==> config.mk <==
export PLATFORM = sky130hd
export DESIGN_NAME = priority_ready_queue_scheduler_top_flat
export DESIGN_NICKNAME = d
export VERILOG_FILES = /design/src/rtl/prq_pkg.sv /design/src/rtl/prq_if.sv /design/src/rtl/prq_ctrl.sv /design/src/rtl/prq_datapath.sv /design/src/rtl/priority_ready_queue_scheduler_top.sv /design/src/flat_wrapper.sv
export SDC_FILE = /design/constraint.sdc
export NUM_CORES = 1
export LEC_CHECK = 0
export ABC_AREA = 1
export BUFFER_PORTS_ARGS = -buffer_cell sky130_fd_sc_hd__buf_4
export CAP_MARGIN = 0
export CORE_MARGIN = 2
export CORE_UTILIZATION = 25
export CTS_CLUSTER_DIAMETER = 30
export DETAILED_ROUTE_END_ITERATION = 10
export REMOVE_ABC_BUFFERS = 1
export SLEW_MARGIN = 40
export SYNTH_ARGS = -nofsm -noshare
export SYNTH_HDL_FRONTEND = slang
export SYNTH_SLANG_ARGS = --single-unit
==> constraint.sdc <==
create_clock -name clock -period 4.5 [get_ports clock]
set_input_delay 0.225 -clock clock [delete_from_list [all_inputs] [get_ports clock]]
set_output_delay 0.225 -clock clock [all_outputs]
set_load 0.05 [all_outputs]
==> src/rtl/prq_pkg.sv <==
package prq_pkg;

   // Sizes of the task table and of the level table
   localparam int NUM_TASKS  = 16;
   localparam int NUM_LEVELS = 16;

   // Field widths
   localparam int OPCODE_W = 2;
   localparam int INDEX_W  = 5;
   localparam int TASK_W   = 4;
   localparam int LEVEL_W  = 4;
   localparam int STATUS_W = 2;

   typedef enum logic [OPCODE_W-1:0] {
      OP_ENQUEUE = 2'd0,
      OP_DEQUEUE = 2'd1,
      OP_PEEK    = 2'd2,
      OP_PEEK_ALT = 2'd3
   } opcode_type;

   typedef enum logic [STATUS_W-1:0] {
      STATUS_OK       = 2'd0,
      STATUS_EMPTY    = 2'd1,
      STATUS_RANGE    = 2'd2,
      STATUS_DUPLICATE = 2'd3
   } status_type;

   typedef enum logic {
      ST_IDLE = 1'b0,
      ST_EXEC = 1'b1
   } state_type;

   // Commands from the controller to the datapath
   typedef struct packed {
      logic load_req;
      logic execute;
   } cmd_type;

endpackage

==> src/rtl/prq_if.sv <==
interface prq_req_if;
   logic                          valid;
   logic                          ready;
   logic [prq_pkg::OPCODE_W-1:0]  opcode;
   logic [prq_pkg::INDEX_W-1:0]   task_index;
   logic [prq_pkg::LEVEL_W-1:0]   task_level;

   modport source (output valid, output opcode, output task_index, output task_level,
                   input ready);
   modport sink   (input valid, input opcode, input task_index, input task_level,
                   output ready);
endinterface

interface prq_rsp_if;
   logic                          valid;
   logic                          ready;
   logic [prq_pkg::TASK_W-1:0]    chosen_task;
   logic [prq_pkg::LEVEL_W-1:0]   chosen_level;
   logic                          found;
   logic [prq_pkg::STATUS_W-1:0]  status;

   modport source (output valid, output chosen_task, output chosen_level, output found,
                   output status, input ready);
   modport sink   (input valid, input chosen_task, input chosen_level, input found,
                   input status, output ready);
endinterface

==> src/rtl/prq_ctrl.sv <==
module prq_ctrl (
   input  logic              clock,
   input  logic              reset,
   input  logic              req_valid,
   output logic              req_ready,
   output logic              rsp_valid,
   input  logic              rsp_ready,
   output prq_pkg::cmd_type  cmd
);

   prq_pkg::state_type state_ff, state_in;
   logic               rsp_valid_ff, rsp_valid_in;
   logic               out_free;

   // Output register can take a new result when empty or being drained
   assign out_free = !rsp_valid_ff || rsp_ready;

   // State register
   always_ff @(posedge clock) begin
      if (reset) begin
         state_ff     <= prq_pkg::ST_IDLE;
         rsp_valid_ff <= 1'b0;
      end else begin
         state_ff     <= state_in;
         rsp_valid_ff <= rsp_valid_in;
      end
   end

   // Next state and commands
   always_comb begin
      state_in     = state_ff;
      req_ready    = 1'b0;
      cmd.load_req = 1'b0;
      cmd.execute  = 1'b0;
      unique case (state_ff)
         prq_pkg::ST_IDLE: begin
            req_ready = 1'b1;
            if (req_valid) begin
               cmd.load_req = 1'b1;
               state_in     = prq_pkg::ST_EXEC;
            end
         end
         prq_pkg::ST_EXEC: begin
            if (out_free) begin
               cmd.execute = 1'b1;
               state_in    = prq_pkg::ST_IDLE;
            end
         end
         default: state_in = prq_pkg::ST_IDLE;
      endcase
   end

   // Response valid flag
   always_comb begin
      if (cmd.execute) begin
         rsp_valid_in = 1'b1;
      end else if (rsp_ready) begin
         rsp_valid_in = 1'b0;
      end else begin
         rsp_valid_in = rsp_valid_ff;
      end
   end

   assign rsp_valid = rsp_valid_ff;

endmodule

==> src/rtl/prq_datapath.sv <==
module prq_datapath (
   input  logic                          clock,
   input  logic                          reset,
   input  prq_pkg::cmd_type              cmd,
   input  logic [prq_pkg::OPCODE_W-1:0]  req_opcode,
   input  logic [prq_pkg::INDEX_W-1:0]   req_task_index,
   input  logic [prq_pkg::LEVEL_W-1:0]   req_task_level,
   output logic [prq_pkg::TASK_W-1:0]    rsp_chosen_task,
   output logic [prq_pkg::LEVEL_W-1:0]   rsp_chosen_level,
   output logic                          rsp_found,
   output logic [prq_pkg::STATUS_W-1:0]  rsp_status
);

   // Registered request
   prq_pkg::opcode_type                op_ff;
   logic [prq_pkg::INDEX_W-1:0]        index_ff;
   logic [prq_pkg::LEVEL_W-1:0]        level_ff;

   // Queue state: per-level head/tail ids, per-task link, level and flags
   logic [prq_pkg::TASK_W-1:0]         head_ff [prq_pkg::NUM_LEVELS];
   logic [prq_pkg::TASK_W-1:0]         tail_ff [prq_pkg::NUM_LEVELS];
   logic [prq_pkg::TASK_W-1:0]         next_ff [prq_pkg::NUM_TASKS];
   logic [prq_pkg::LEVEL_W-1:0]        prio_ff [prq_pkg::NUM_TASKS];
   logic [prq_pkg::NUM_LEVELS-1:0]     busy_ff;
   logic [prq_pkg::NUM_TASKS-1:0]      queued_ff;
   logic [prq_pkg::NUM_TASKS-1:0]      has_next_ff;

   // Result register
   logic [prq_pkg::TASK_W-1:0]         out_task_ff,  out_task_in;
   logic [prq_pkg::LEVEL_W-1:0]        out_level_ff, out_level_in;
   logic                               out_found_ff, out_found_in;
   prq_pkg::status_type                out_status_ff, out_status_in;

   logic [prq_pkg::LEVEL_W-1:0]        top_lv;
   logic                               any_busy;
   logic [prq_pkg::TASK_W-1:0]         head_t;
   logic [prq_pkg::TASK_W-1:0]         enq_t;
   logic [prq_pkg::LEVEL_W-1:0]        enq_lv;
   logic [prq_pkg::TASK_W-1:0]         tail_t;
   logic                               in_range;
   logic                               do_enq;
   logic                               do_deq;

   // Capture the request
   always_ff @(posedge clock) begin
      if (cmd.load_req) begin
         op_ff    <= prq_pkg::opcode_type'(req_opcode);
         index_ff <= req_task_index;
         level_ff <= req_task_level;
      end
   end

   // Priority encoder: lowest-numbered non-empty level
   always_comb begin
      top_lv = '0;
      for (int i = prq_pkg::NUM_LEVELS - 1; i >= 0; i--) begin
         if (busy_ff[i]) begin
            top_lv = prq_pkg::LEVEL_W'(i);
         end
      end
   end

   assign any_busy = |busy_ff;
   assign head_t   = head_ff[top_lv];
   assign enq_t    = index_ff[prq_pkg::TASK_W-1:0];
   assign in_range = index_ff < prq_pkg::INDEX_W'(prq_pkg::NUM_TASKS);
   // Saturate the enqueue level to the last level
   assign enq_lv   = ({1'b0, level_ff} >= (prq_pkg::LEVEL_W + 1)'(prq_pkg::NUM_LEVELS)) ?
                     prq_pkg::LEVEL_W'(prq_pkg::NUM_LEVELS - 1) : level_ff;
   assign tail_t   = tail_ff[enq_lv];

   // Result and update decisions
   always_comb begin
      out_task_in   = '0;
      out_level_in  = '0;
      out_found_in  = 1'b0;
      out_status_in = prq_pkg::STATUS_OK;
      do_enq        = 1'b0;
      do_deq        = 1'b0;
      if (op_ff == prq_pkg::OP_ENQUEUE) begin
         if (!in_range) begin
            out_status_in = prq_pkg::STATUS_RANGE;
         end else if (queued_ff[enq_t]) begin
            out_task_in   = enq_t;
            out_level_in  = prio_ff[enq_t];
            out_status_in = prq_pkg::STATUS_DUPLICATE;
         end else begin
            out_task_in  = enq_t;
            out_level_in = enq_lv;
            out_found_in = 1'b1;
            do_enq       = 1'b1;
         end
      end else begin
         if (!any_busy) begin
            out_status_in = prq_pkg::STATUS_EMPTY;
         end else begin
            out_task_in  = head_t;
            out_level_in = top_lv;
            out_found_in = 1'b1;
            do_deq       = (op_ff == prq_pkg::OP_DEQUEUE);
         end
      end
   end

   // Result register and queue payload
   always_ff @(posedge clock) begin
      if (cmd.execute) begin
         out_task_ff   <= out_task_in;
         out_level_ff  <= out_level_in;
         out_found_ff  <= out_found_in;
         out_status_ff <= out_status_in;
         if (do_enq) begin
            prio_ff[enq_t]  <= enq_lv;
            tail_ff[enq_lv] <= enq_t;
            if (busy_ff[enq_lv]) begin
               next_ff[tail_t] <= enq_t;
            end else begin
               head_ff[enq_lv] <= enq_t;
            end
         end
         if (do_deq && has_next_ff[head_t]) begin
            head_ff[top_lv] <= next_ff[head_t];
         end
      end
   end

   // Occupancy flags
   always_ff @(posedge clock) begin
      if (reset) begin
         busy_ff     <= '0;
         queued_ff   <= '0;
         has_next_ff <= '0;
      end else if (cmd.execute) begin
         if (do_enq) begin
            queued_ff[enq_t]   <= 1'b1;
            has_next_ff[enq_t] <= 1'b0;
            busy_ff[enq_lv]    <= 1'b1;
            if (busy_ff[enq_lv]) begin
               has_next_ff[tail_t] <= 1'b1;
            end
         end
         if (do_deq) begin
            queued_ff[head_t]   <= 1'b0;
            has_next_ff[head_t] <= 1'b0;
            if (!has_next_ff[head_t]) begin
               busy_ff[top_lv] <= 1'b0;
            end
         end
      end
   end

   assign rsp_chosen_task  = out_task_ff;
   assign rsp_chosen_level = out_level_ff;
   assign rsp_found        = out_found_ff;
   assign rsp_status       = out_status_ff;

endmodule

==> src/rtl/priority_ready_queue_scheduler_top.sv <==
// Channel  Dir  Handshake    Payload
// req      in   valid/ready  opcode, task_index, task_level
// rsp      out  valid/ready  chosen_task, chosen_level, found, status
//
// Each request is captured in the idle state; the execute state then runs the level
// priority encoder and updates the head/tail/link tables.
// A new request is taken while the previous result waits in the output register;
// execution holds only when that register is still full.
// Synchronous reset empties every level and clears all queued flags at once.
module priority_ready_queue_scheduler_top (
   input  logic        clock,
   input  logic        reset,
   prq_req_if.sink     req,
   prq_rsp_if.source   rsp
);

   prq_pkg::cmd_type cmd;

   prq_ctrl u_ctrl (
      .clock     (clock),
      .reset     (reset),
      .req_valid (req.valid),
      .req_ready (req.ready),
      .rsp_valid (rsp.valid),
      .rsp_ready (rsp.ready),
      .cmd       (cmd)
   );

   prq_datapath u_datapath (
      .clock            (clock),
      .reset            (reset),
      .cmd              (cmd),
      .req_opcode       (req.opcode),
      .req_task_index   (req.task_index),
      .req_task_level   (req.task_level),
      .rsp_chosen_task  (rsp.chosen_task),
      .rsp_chosen_level (rsp.chosen_level),
      .rsp_found        (rsp.found),
      .rsp_status       (rsp.status)
   );

   // An executed request always leaves a result behind
   a_exec_gives_rsp: assert property (@(posedge clock) disable iff (reset)
      cmd.execute |=> rsp.valid)
      else $error("executed request produced no response");

   // Only one request in flight between capture and execution
   a_one_in_flight: assert property (@(posedge clock) disable iff (reset)
      (req.valid && req.ready) |=> !req.ready)
      else $error("request accepted while another is pending");

   // found is set exactly for successful results
   a_found_ok: assert property (@(posedge clock) disable iff (reset)
      rsp.valid |-> (rsp.found == (rsp.status == prq_pkg::STATUS_OK)))
      else $error("found flag disagrees with status");

   // Empty and out-of-range results carry a zero task and level
   a_zero_payload: assert property (@(posedge clock) disable iff (reset)
      (rsp.valid && (rsp.status == prq_pkg::STATUS_EMPTY ||
                     rsp.status == prq_pkg::STATUS_RANGE))
      |-> (rsp.chosen_task == '0 && rsp.chosen_level == '0))
      else $error("error result with nonzero task or level");

endmodule

==> src/flat_wrapper.sv <==
// flat-port wrapper written by rule: the top's interface ports become plain ports
module priority_ready_queue_scheduler_top_flat 
  (clock, reset, req_valid, req_opcode, req_task_index, req_task_level, req_ready, rsp_valid, rsp_chosen_task, rsp_chosen_level, rsp_found, rsp_status, rsp_ready);
  prq_req_if req_i ();
  prq_rsp_if rsp_i ();
  input  logic clock;
  input  logic reset;
  input wire logic [$bits(req_i.valid)-1:0] req_valid;
  input wire logic [$bits(req_i.opcode)-1:0] req_opcode;
  input wire logic [$bits(req_i.task_index)-1:0] req_task_index;
  input wire logic [$bits(req_i.task_level)-1:0] req_task_level;
  output wire logic [$bits(req_i.ready)-1:0] req_ready;
  output wire logic [$bits(rsp_i.valid)-1:0] rsp_valid;
  output wire logic [$bits(rsp_i.chosen_task)-1:0] rsp_chosen_task;
  output wire logic [$bits(rsp_i.chosen_level)-1:0] rsp_chosen_level;
  output wire logic [$bits(rsp_i.found)-1:0] rsp_found;
  output wire logic [$bits(rsp_i.status)-1:0] rsp_status;
  input wire logic [$bits(rsp_i.ready)-1:0] rsp_ready;
  assign req_i.valid = req_valid;
  assign req_i.opcode = req_opcode;
  assign req_i.task_index = req_task_index;
  assign req_i.task_level = req_task_level;
  assign req_ready = req_i.ready;
  assign rsp_valid = rsp_i.valid;
  assign rsp_chosen_task = rsp_i.chosen_task;
  assign rsp_chosen_level = rsp_i.chosen_level;
  assign rsp_found = rsp_i.found;
  assign rsp_status = rsp_i.status;
  assign rsp_i.ready = rsp_ready;
  priority_ready_queue_scheduler_top u_core (.clock(clock), .reset(reset), .req(req_i), .rsp(rsp_i));
endmodule
* After elaboration in Yosys (flattened, before gate mapping)
Memories as Yosys holds them, arrays and structs flattened. A register that Yosys moved wholly into a read port is not among the register bits.
Cells that the tools add are included.
** Storage, ports and cells
- Register bits after elaboration :: 72
- Bits in writable memories :: 256
- Output and inout bits :: 13
- Memories :: 4
** Operators by class
- Order comparisons :: 11
- Equal/unequal tests :: 1
- Muxes and demuxes :: 92
- Bitwise gates (word level) :: 11
- Reduce and logical (&&, ||, !) cells :: 12
** Memory list
- u_core.u_datapath.head_ff :: depth 16, width 4, rd ports 1, clocked after memory_dff 0, write ports 1, line prq_datapath.sv:20 : logic [prq_pkg::TASK_W-1:0] head_ff [prq_pkg::NUM_LEVELS];
- u_core.u_datapath.next_ff :: depth 16, width 4, rd ports 1, clocked after memory_dff 0, write ports 1, line prq_datapath.sv:22 : logic [prq_pkg::TASK_W-1:0] next_ff [prq_pkg::NUM_TASKS];
- u_core.u_datapath.prio_ff :: depth 16, width 4, rd ports 1, clocked after memory_dff 1, write ports 1, line prq_datapath.sv:23 : logic [prq_pkg::LEVEL_W-1:0] prio_ff [prq_pkg::NUM_TASKS];
- u_core.u_datapath.tail_ff :: depth 16, width 4, rd ports 1, clocked after memory_dff 1, write ports 1, line prq_datapath.sv:21 : logic [prq_pkg::TASK_W-1:0] tail_ff [prq_pkg::NUM_LEVELS];
** Operator list (count)
- 16-bit 2-to-1 mux :: 14
- 4-bit 2-to-1 mux :: 27
- 16-bit bitwise AND :: 4
- 16-bit NOT :: 3
- 16-bit bitwise OR :: 3
- 1-bit 2-to-1 mux :: 39
- 4-bit by 5-bit < comparator with 1-bit output, second input constant :: 5
- 1-bit demux with 4-bit select :: 5
- 4-bit by 1-bit >= comparator with 1-bit output, second input constant :: 5
- 16-bit OR reduction :: 1
- 1-bit binary-select mux with 4-bit select :: 3
- 1-bit logical AND :: 6
- 2-bit 2-to-1 mux :: 3
- 5-bit < comparator, second input constant :: 1
- 4-bit OR reduction :: 1
- 2-bit by 1-bit equality test with 1-bit output, second input constant :: 1
- 2-bit zero test :: 1
- 1-bit one-hot mux with 2 select lines :: 1
- 2-bit nonzero test :: 1
- 1-bit zero test :: 1
- 1-bit logical OR :: 1
- 1-bit NOT :: 1

* Logic depth before layout (Yosys ltp)
Gate-level depths: netlist of run 1.
An unclocked memory read counts as a cell.
- Word-level depth :: 25
- Mapped depth :: 36
- Gate-level depth less buffers :: 35

* Cells and area by module
A second synthesis of run 1 with hierarchy kept.
** Second synthesis, totals
- Cell total of the unflattened synthesis :: 1387
- Area total of the unflattened synthesis :: 14894.3 sq um
** Modules (own cells, without submodules)
- prq_datapath :: instances 1, cells an instance 1375, area an instance 14802.9 sq um, sequential area each 9469.1 sq um
- prq_ctrl :: instances 1, cells an instance 12, area an instance 91.3 sq um, sequential area each 40.0 sq um

* Worst setup path before layout of run 1
No wires, ideal clock.
- Path type :: register to register
- Start :: reg u_core.u_datapath.busy_ff[13] (netlist name)
- End :: mem u_core.u_datapath.head_ff[9][0] (netlist name) (enable)
- Setup time :: 329 ps
- Data arrival time :: 2869 ps
- Data required time :: 4171 ps
- Slack :: 1302 ps
- Cell stages (with the launch flop) :: 36
- Buffers on the path :: 3
- Clock period less this slack :: 3198 ps
- Cells stage by stage :: dfxtp_1 > inv_2 > nand2_1 > nand2_1 > nand2_1 > nand2_1 > nand2_1 > nand2_1 > nand2_1 > nand2_1 > nand2_1 > nand2_2 > nand2_4 > nand2_8 > nand2_4 > nand2_4 > buf_6 > nand3_2 > nand3_1 > nand2_1 > nand2_2 > nor2_2 > buf_6 > nand2_1 > o21ai_1 > nand2_1 > nand2_1 > nand2_1 > nand2_1 > nor2_4 > nand2_4 > buf_8 > nand2_4 > nand2_4 > nand3_2 > nor2_1
** Between the ends
- Word-level cells in the longest chain between the ends :: 23
- Elaborated cells on any way between the ends :: 33
- Those cells by class :: mux (29); reduce/logical (3); memory (1)
** RTL lines
- start: declaration :: line prq_datapath.sv:24 : logic [prq_pkg::NUM_LEVELS-1:0] busy_ff;
- start signal: assignment :: line prq_datapath.sv:130 : busy_ff <= '0;
- start signal: indexed assignment :: line prq_datapath.sv:137 : busy_ff[enq_lv] <= 1'b1;
- start signal: indexed assignment :: line prq_datapath.sv:146 : busy_ff[top_lv] <= 1'b0;
- 4-bit 2-to-1 mux (14 in a row) :: line prq_datapath.sv:57 : if (busy_ff[i]) begin
- memory read 16 x 4 bit
- 1-bit binary-select mux with 4-bit select :: line prq_datapath.sv:121 : if (do_deq && has_next_ff[head_t]) begin
- 1-bit 2-to-1 mux (not written as such) :: line prq_datapath.sv:121
- 1-bit logical AND :: line prq_datapath.sv:121
- 1-bit 2-to-1 mux :: line prq_datapath.sv:121
- 1-bit 2-to-1 mux :: line prq_datapath.sv:107 : if (cmd.execute) begin
- 1-bit 2-to-1 mux (not written as such) :: line prq_datapath.sv:122 : head_ff[top_lv] <= next_ff[head_t];
- 4-bit OR reduction (no line)
- 4-bit 2-to-1 mux (no line) or 1-bit 2-to-1 mux (tied branches)
- end: declaration :: line prq_datapath.sv:20
Parallel ways exist; a longest one is shown, timed or not. The select of a mux whose other input is x is not followed.

* Worst setup path after layout of run 1
- Start :: reg u_core.u_datapath.busy_ff[14] (netlist name)
- End :: mem u_core.u_datapath.head_ff[0][2] (netlist name) (enable)
** Between the ends
- Word-level cells in the longest chain between the ends :: 24
- Elaborated cells on any way between the ends :: 34
- Those cells by class :: mux (30); reduce/logical (3); memory (1)
** RTL lines (line)
- 4-bit 2-to-1 mux (15 in a row) :: prq_datapath.sv:57
- memory read 16 x 4 bit
- 1-bit binary-select mux with 4-bit select :: prq_datapath.sv:121
- 1-bit 2-to-1 mux (not written as such) :: prq_datapath.sv:121
- 1-bit logical AND :: prq_datapath.sv:121
- 1-bit 2-to-1 mux :: prq_datapath.sv:121
- 1-bit 2-to-1 mux :: prq_datapath.sv:107
- 1-bit 2-to-1 mux (not written as such) :: prq_datapath.sv:122
- 4-bit OR reduction (no line)
- 4-bit 2-to-1 mux (no line) or 1-bit 2-to-1 mux (tied branches)
Parallel ways exist; a longest one is shown, timed or not. The select of a mux whose other input is x is not followed.

==> results_dict.tcl, run 1 <==
set metrics [dict create \
    outcome "completed" \
    first_pass_iters 8 \
    max_freq_mhz 244 \
    synth-main-ff-cell "edfxtp_1" \
    grtUsageTotal 0.128 \
    synth.top_cells.by_area "edfxtp_1 (57%), dfxtp_1 (7.9%), nand2_1 (6.9%)" \
    synth_cell_type_count 38 \
    antenna_cells 0 \
    reg2reg_to "u_core.u_datapath.head_ff[0][2]" \
    worst-path-buf-inv 5 \
    layout_commonest_cell "edfxtp_1" \
    worst_ir_drop_vdd_mv 0.323 \
    root_buffer "clkbuf_16" \
    cp.required_ns 4.73 \
    hold_depth 2 \
    hold_viol 0 \
    cap_violations 0 \
    post_cts_buffers 0 \
    die_x_um 246 \
    maxSlewViolCount 0 \
    dieArea_mm2 0.0604 \
    hold_end "u_core.u_datapath.op_ff[1]" \
    path_delay_family "simple AND/OR/NAND/NOR gates" \
    power_density_mw_per_mm2 498 \
    clk_latency_ns 0.57 \
    final_cell_mix "edfxtp_1 (278), nand2_1 (269), inv_1 (149), nor2_1 (112), o21ai_0 (105)" \
    p_leak_nw 6.60 \
    synth_top_cell_by_area "edfxtp_1" \
    final_layout_size_suffix_gt1_frac 0.157 \
    finalNonFillerCells 2288 \
    cp.arrival_ns 4.33 \
    syn_avg_cell_area_um2 10.7 \
    max_stage_delay_ns 0.36 \
    grt_pass1_wl_mm 60.1 \
    io_buffers 27 \
    antenna_found_initial 0 \
    grt_pass1_vias 10600 \
    synth_mux_area_frac 0.0219 \
    cts_tree "yes" \
    layout.nets 1484 \
    clockBufferDepth 3 \
    synthXorXnorAreaFrac 0 \
    utilization 0.319 \
    synth_top_area_share 0.571 \
    dp_hpwl_mm 26.4 \
    relSlewSlack 0.445 \
    netlist_area_mm2 0.0146 \
    worstPathMaxFanout 17 \
    ff2ff_setup_slack_ns 0.41 \
    place_congestion 0.919 \
    p_total_w 0.00918 \
    hold_path_class "in2reg" \
    grt_max_degree 50 \
    drtIter0Drc 907 \
    vias_per_cell 4.70 \
    drc 0 \
    ys_ff_latch 336 \
    yosysSeqAreaShare 0.650 \
    yosys_warnings 0 \
    worstSetupStartpointType "flop" \
    area_delta_synth_final_pct 26.0 \
    cts_max_level 3 \
    hold_start "req_opcode[1]" \
    synth_top_family_by_area "simple AND/OR/NAND/NOR gates" \
    finalCritPeriodShare 0.909 \
    die_h_um 246 \
    final_antenna_net_count 0 \
    fin_setup_tns_ns 0 \
    worstMarginPinSlew_ns 0.826 \
    cts_inserted_buffers 68 \
    rsz0062_at_grt "false" \
    yosys.area_share.simple 0.159 \
    synthCells 1371 \
    core_mm2 0.0578 \
    clk_pin_slew_ns 0.05 \
    placed_cells 2147 \
    clock-skew-final_ns 0.0253 \
    placed_area_mm2 0.0158 \
    grt-ovfl-total 0 \
    post_drt_wl_per_cell_um 17.1 \
    synth_edf_count 278 \
    critPathSlowestCell "dfxtp_1" \
    vias 10800 \
    setup_viol 0 \
    start_util 0.253 \
    finalInstanceArea_mm2 0.0184 \
    end_kind "flop" \
    synth_fa_ha_area_frac 0 \
    rows 88 \
    async_flop_share 0 \
    fill_cells 5756 \
    crit_type "reg2reg" \
    crit_top_cell "nand2_1" \
    reg2reg_from "u_core.u_datapath.busy_ff[14]" \
    clock_sinks 336 \
    ios 28 \
    synth_compound_area_frac 0.113 \
    reg2reg_depth 27 \
    drt-total-wl_mm 39.0 \
    finalWorstPathRequiredPeriod_ns 4.09 \
]
-- worst max path at each step --
stage / start / endpoint / cells after the start
4_1_cts: u_core.u_datapath.busy_ff[8] / u_core.u_datapath.head_ff[0][1] / 21
3_3_place_gp: u_core.u_datapath.busy_ff[8] / u_core.u_datapath.head_ff[0][0] / 21
3_5_place_dp: u_core.u_datapath.busy_ff[8] / u_core.u_datapath.head_ff[0][1] / 21
5_1_grt: u_core.u_datapath.busy_ff[0] / u_core.u_datapath.head_ff[4][1] / 25
2_1_floorplan: u_core.u_datapath.busy_ff[14] / u_core.u_datapath.head_ff[0][0] / 28
6_report: u_core.u_datapath.busy_ff[14] / u_core.u_datapath.head_ff[0][2] / 27
-- worst register-to-register path: stages (launching register included) --
cell	delay, ns
dfxtp_1	0.36
inv_2	0.05
nand2_1	0.11
nand3_1	0.08
nand3_1	0.08
nand3_1	0.07
nand3_1	0.07
nand2_1	0.08
a21oi_4	0.15
buf_4	0.24
nand2_2	0.27
o22ai_1	0.29
inv_1	0.10
o211ai_1	0.09
nand2_1	0.07
nand2_1	0.09
inv_1	0.04
nand2_1	0.10
nor2_1	0.13
nand2_1	0.10
nand2_2	0.06
nor2_4	0.19
nand2_4	0.18
nand2_1	0.11
nand2_1	0.10
inv_1	0.09
nand2_1	0.16
nor2_2	0.31
-- flip-flops by register name (all words and copies together) (netlist names), named ones only --
name / count
u_core.u_datapath.next_ff: 64
u_core.u_datapath.rsp_chosen_task: 4
u_core.u_datapath.rsp_chosen_level: 4
u_core.u_datapath.rsp_found: 1
u_core.u_ctrl.state_ff: 1
u_core.u_datapath.prio_ff: 64
u_core.u_datapath.index_ff: 5
u_core.u_datapath.enq_lv: 4
u_core.u_datapath.head_ff: 64
u_core.u_ctrl.rsp_valid: 1
u_core.u_datapath.queued_ff: 16
u_core.u_datapath.tail_ff: 64
u_core.u_datapath.has_next_ff: 16
u_core.u_datapath.op_ff: 2
u_core.u_datapath.busy_ff: 16
u_core.u_datapath.rsp_status: 2
-- synth_stat cells (2+ instances only) --
master and count:
o22ai_1 40, buf_2 5, edfxtp_1 278, o21ai_1 6, nand2_4 6, nand2_1 269
nand2_8 2, o21ai_0 105, o211ai_1 35, a22oi_1 12, a31oi_1 4, nor3_1 32
nand3_2 8, a21oi_1 52, nand3_1 34, dfxtp_1 58, o21a_1 5, nor4_1 2
o221a_2 2, a21oi_4 2, inv_1 149, nand2_2 7, o22ai_2 3, clkbuf_1 33
inv_2 7, mux2i_1 32, o221ai_1 7, buf_6 5, nand4_1 31, nor2_1 125
nor2_2 7, nor2_4 2
-- layer usage --
layer  global-route usage  share of wire  wire (um)  vias to the layer above
met3               0.0346          0.086       3370                       83
met4               0.0503          0.027       1070                        0
met5                    0              0          0                        -
met1                0.166           0.43      16800                     5147
met2                0.204           0.46      17800                      475
li1                     -              -          -                     5050
-- cell families after synthesis --
logic type	after synthesis
simple gates	526
flops	336
compound gates	275
buf+inv	202
mux	32
-- metrics by stage --
step                      worst slack (ns)  hold slack (ns)
after floorplan                      0.759            0.294
after global placement               0.375            0.407
after detailed placement             0.354            0.404
after CTS                            0.333            0.364
after global routing                0.0157            0.388
final                                0.407            0.389
-- area by class of cell --
cell class	instances	area, um2	share of cell area
Tap cell	765	957	0.0520
Clock buffer	76	1760	0.0957
Clock inverter	48	644	0.0350
Inverter	157	589	0.0320
Timing Repair Buffer	73	602	0.0327
Multi-Input combinational cell	833	4360	0.237
Sequential cell	336	9510	0.516
-- what timing repair did --
item                                    in CTS  in global routing
endpoints found under the setup margin       0                 56
endpoints found under the hold margin       22                  0
gates resized for setup                      0                 13
hold buffers                                14                  0
-- report_power, final --
| group | switching [W] | internal, W |
|---|---|---|
| clock | 0.00170 | 0.00350 |
| combinational | 0.000372 | 0.000151 |
| sequential | 0.0000393 | 0.00341 |
(Power assumes the default switching activity.)
==> run 2, diff against run 1 <==
- CELL_PAD_IN_SITES_DETAIL_PLACEMENT: default -> 0
- CELL_PAD_IN_SITES_GLOBAL_PLACEMENT: default -> 2
- PLACE_DENSITY_LB_ADDON: default -> 0.1
==> results_dict.tcl, run 2 (synthesized netlist as in run 1, its figures left out) <==
set metrics [dict create \
    die_h_um 246 \
    ff2ff_setup_slack_ns 0.43 \
    grt_max_degree 50 \
    cts_max_level 3 \
    grt_pass1_vias 11100 \
    reg2reg_to "u_core.u_datapath.head_ff[11][0]" \
    hold_end "u_core.u_datapath.index_ff[4]" \
    end_kind "flop" \
    outcome "completed" \
    grt-ovfl-total 0 \
    cts_tree "yes" \
    cap_violations 0 \
    dieArea_mm2 0.0604 \
    drt-total-wl_mm 49.4 \
    rows 88 \
    drc 0 \
    worst_ir_drop_vdd_mv 0.360 \
    core_mm2 0.0578 \
    ios 28 \
    final_antenna_net_count 0 \
    setup_viol 0 \
    fin_setup_tns_ns 0 \
    die_x_um 246 \
    reg2reg_depth 27 \
    clockBufferDepth 3 \
    hold_depth 2 \
    crit_type "reg2reg" \
    clock-skew-final_ns 0.0170 \
    worstPathMaxFanout 16 \
    cp.required_ns 4.97 \
    maxSlewViolCount 0 \
    place_congestion 0.756 \
    hold_start "req_task_index[4]" \
    clk_latency_ns 0.63 \
    dp_hpwl_mm 34.5 \
    root_buffer "clkbuf_16" \
    first_pass_iters 6 \
    grtUsageTotal 0.167 \
    antenna_cells 0 \
    post_drt_wl_per_cell_um 20.9 \
    finalNonFillerCells 2370 \
    cts_inserted_buffers 96 \
    finalWorstPathRequiredPeriod_ns 4.07 \
    area_delta_synth_final_pct 34.6 \
    reg2reg_from "u_core.u_datapath.busy_ff[13]" \
    layout_commonest_cell "edfxtp_1" \
    placed_cells 2174 \
    worstSetupStartpointType "flop" \
    final_layout_size_suffix_gt1_frac 0.195 \
    worstMarginPinSlew_ns 0.805 \
    grt_pass1_wl_mm 73.3 \
    clock_sinks 336 \
    layout.nets 1537 \
    relSlewSlack 0.459 \
    holdWs_ns 0.331 \
    cp.arrival_ns 4.55 \
    finalCritPeriodShare 0.905 \
    drtIter0Drc 820 \
    rsz0062_at_grt "false" \
    io_buffers 27 \
    vias 10800 \
    clk_pin_slew_ns 0.04 \
    p_leak_nw 7.22 \
    final_cell_mix "edfxtp_1 (278), nand2_1 (267), inv_1 (149), nor2_1 (115), o21ai_0 (104)" \
    antenna_found_initial 0 \
    max_freq_mhz 246 \
    hold_viol 0 \
    hold_path_class "in2reg" \
    power_density_mw_per_mm2 562 \
    vias_per_cell 4.57 \
    start_util 0.253 \
]
[run 2: worst max-delay path, cell delays in order, from the launching register on]
cell	delay, ns
dfxtp_1	0.38
inv_2	0.06
nand2_1	0.06
nand2_1	0.06
nand2_1	0.06
nand2_1	0.05
nand2_1	0.05
nand2_1	0.05
nand2_1	0.05
nand2_1	0.05
nand2_1	0.07
nand2_2	0.06
nand2_4	0.11
nand2_8	0.09
nand2_2	0.27
o22ai_1	0.12
buf_4	0.16
o21ai_1	0.22
nand2_1	0.09
nor2_2	0.30
nand2_1	0.16
inv_1	0.45
nand2_1	0.15
nand4_1	0.14
nand2_1	0.08
nand4_1	0.20
o21a_1	0.20
buf_12	0.16
[run 2: area by class of cell]
| cell class | instances | area (um2) |
|---|---|---|
| repair buffers | 98 | 841 |
| flip-flops and latches | 336 | 9510 |
| multi-input cells | 833 | 4380 |
| well taps | 765 | 957 |
| inverters | 157 | 589 |
| clock inverters | 79 | 965 |
| fillers | 5823 | 38100 |
| clock buffers | 102 | 2420 |
[run 2: how the worst max path moves through the flow]
stage	endpoint	cells past startpoint	start	slack (ns)
global placement	u_core.u_datapath.head_ff[9][0]	25	u_core.u_datapath.busy_ff[0]	-0.02
global route	u_core.u_datapath.head_ff[10][1]	29	u_core.u_datapath.busy_ff[13]	0.003
CTS	u_core.u_datapath.head_ff[1][0]	24	u_core.u_datapath.busy_ff[11]	0.08
detailed placement	u_core.u_datapath.head_ff[9][3]	25	u_core.u_datapath.busy_ff[0]	-0.02
finish	u_core.u_datapath.head_ff[11][0]	27	u_core.u_datapath.busy_ff[13]	0.43
floorplan	u_core.u_datapath.head_ff[0][0]	28	u_core.u_datapath.busy_ff[14]	0.76
[run 2: where the power goes]
| group | leakage (nW) | total [W] | switching, W | internal, W |
|---|---|---|---|---|
| Clock | 1.62 | 0.00703 | 0.00211 | 0.00493 |
| Combinational | 2.62 | 0.000561 | 0.000397 | 0.000164 |
| Sequential | 2.98 | 0.00347 | 0.0000560 | 0.00341 |
[run 2: timing repair]
action	in CTS	in global routing
endpoints found under the setup margin	24	64
setup buffers	0	1
gates resized for setup	2	16
hold buffers	14	0
endpoints found under the hold margin	22	0
pin swaps	0	2
[run 2: per-stage QoR]
stage / util / cell area [um2] / worst slack (ns) / power [W]
final: 0.340 / 19700 / 0.428 / 0.0111
after global routing: 0.340 / 19700 / 0.00265 / 0.0114
after CTS: 0.339 / 19600 / 0.0814 / 0.0112
after detailed placement: 0.278 / 16100 / -0.0214 / 0.00408
after global placement: 0.277 / 16000 / -0.0212 / 0.00409
after floorplan: - / 14400 / 0.759 / 0.00380
[run 2: routing by layer]
layer | GRT usage | vias to the layer above | wire length [um]
met3 | 0.0344 | 70 | 1870
met2 | 0.275 | 229 | 23900
met1 | 0.220 | 5345 | 22800
li1 | - | 5183 | -
met5 | 0 | - | 0
met4 | 0.0456 | 0 | 841
==> run 3, diff against run 2 <==
- MAX_ROUTING_LAYER: default -> met4
==> results_dict.tcl, run 3 (synthesized netlist as in run 1, its figures left out) <==
set metrics [dict create \
    outcome "completed" \
    max_stage_delay_ns 0.40 \
    drt-total-wl_mm 49.4 \
    post-place-ws_ns -0.0214 \
    fill_cells 5821 \
    cp.arrival_ns 4.43 \
    die_h_um 246 \
    maxSlewViolCount 0 \
    clockBufferDepth 3 \
    ff_latch_area_mm2 0.00951 \
    first_pass_iters 5 \
    finalWorstPathRequiredPeriod_ns 4.14 \
    drc 0 \
    ios 28 \
    multi_input_comb_area_mm2 0.00439 \
    area_delta_synth_final_pct 34.6 \
    grt-ovfl-total 0 \
    crit_start "u_core.u_datapath.busy_ff[13]" \
    end_kind "flop" \
    cap_violations 0 \
    drtIter0Drc 751 \
    dp_hpwl_mm 34.5 \
    fin_setup_tns_ns 0 \
    grt_pass1_vias 11100 \
    hold_path_class "in2reg" \
    vias_per_cell 4.57 \
    start_util 0.253 \
    worst_slack_ns 0.356 \
    hold_viol 0 \
    p_leak_nw 7.21 \
    worst-path-buf-inv 3 \
    post_drt_wl_per_cell_um 20.8 \
    final_cell_mix "edfxtp_1 (278), nand2_1 (267), inv_1 (148), nor2_1 (116), o21ai_0 (104)" \
    final_layout_size_suffix_gt1_frac 0.195 \
    layout_commonest_cell "edfxtp_1" \
    holdWs_ns 0.329 \
    rows 88 \
    crit_top_cell "nand2_1" \
    clock-skew-final_ns 0.0162 \
    max_freq_mhz 241 \
    cp.required_ns 4.79 \
    antenna_found_initial 0 \
    grt_pass1_wl_mm 73.3 \
    layout.nets 1536 \
    hold_start "req_task_index[4]" \
    grt_max_degree 50 \
    clock_sinks 336 \
    worstSetupStartpointType "flop" \
    post_cts_buffers 0 \
    rsz0062_at_grt "false" \
    antenna_cells 0 \
    clk_pin_slew_ns 0.04 \
    worst_ir_drop_vdd_mv 0.360 \
    cts_max_level 3 \
    critPathSlowestCell "dfxtp_1" \
    relSlewSlack 0.466 \
    final_antenna_net_count 0 \
    root_buffer "clkbuf_16" \
    worstPathMaxFanout 13 \
    vias 10800 \
    cts_inserted_buffers 96 \
    path_delay_family "simple AND/OR/NAND/NOR gates" \
    crit_type "reg2reg" \
    setup_viol 0 \
    finalCritPeriodShare 0.921 \
    clk_latency_ns 0.63 \
    power_density_mw_per_mm2 562 \
    dieArea_mm2 0.0604 \
    worstMarginPinSlew_ns 0.796 \
    cts_tree "yes" \
    io_buffers 27 \
    core_mm2 0.0578 \
    grtUsageTotal 0.171 \
    die_x_um 246 \
    reg2reg_from "u_core.u_datapath.busy_ff[13]" \
    place_congestion 0.767 \
]
-- run 3: metal layers --
layer,track usage,vias to the layer above,part of all wire
li1,-,5179,-
met1,0.220,5352,0.46
met2,0.275,226,0.48
met3,0.0342,79,0.035
met4,0.0458,0,0.019
met5,-,-,0
-- run 3: stage by stage --
stage / area (um2) / power, W / instances / utilization
floorplan: 14400 / 0.00380 / 1326 / -
detailed placement: 16100 / 0.00408 / 2174 / 0.278
finish: 19700 / 0.0111 / 2369 / 0.340
global route: 19700 / 0.0114 / 2369 / 0.340
global placement: 16000 / 0.00409 / 2172 / 0.277
CTS: 19600 / 0.0112 / 2369 / 0.339
-- run 3: layout make-up --
type                    instances  share of cell area
repair buffers                 97              0.0423
clock inverters                79              0.0490
well taps                     765              0.0486
inverters                     157              0.0301
clock buffers                 102               0.123
multi-input cells             833               0.223
flip-flops and latches        336               0.483
-- run 3: where the power goes --
group          internal [W]  switching (W)  total, W
Sequential          0.00341      0.0000553   0.00347
Clock               0.00492        0.00210   0.00703
Combinational      0.000164       0.000398  0.000561
-- run 3: final timing paths --
check	end	slack, ns	cells after the start
worst max-delay path	u_core.u_datapath.head_ff[9][2]	0.36	29
worst min register to register	u_core.u_datapath.has_next_ff[11]	0.52	2
worst min-delay path	u_core.u_datapath.index_ff[4]	0.33	2
worst max register to register	u_core.u_datapath.head_ff[9][2]	0.36	29
-- run 3: repair_timing --
action	CTS	global route
endpoints found under the setup margin	24	64
hold buffers	14	0
hold endpoints to repair	22	0
gates resized for setup	2	18
pin swaps	0	1
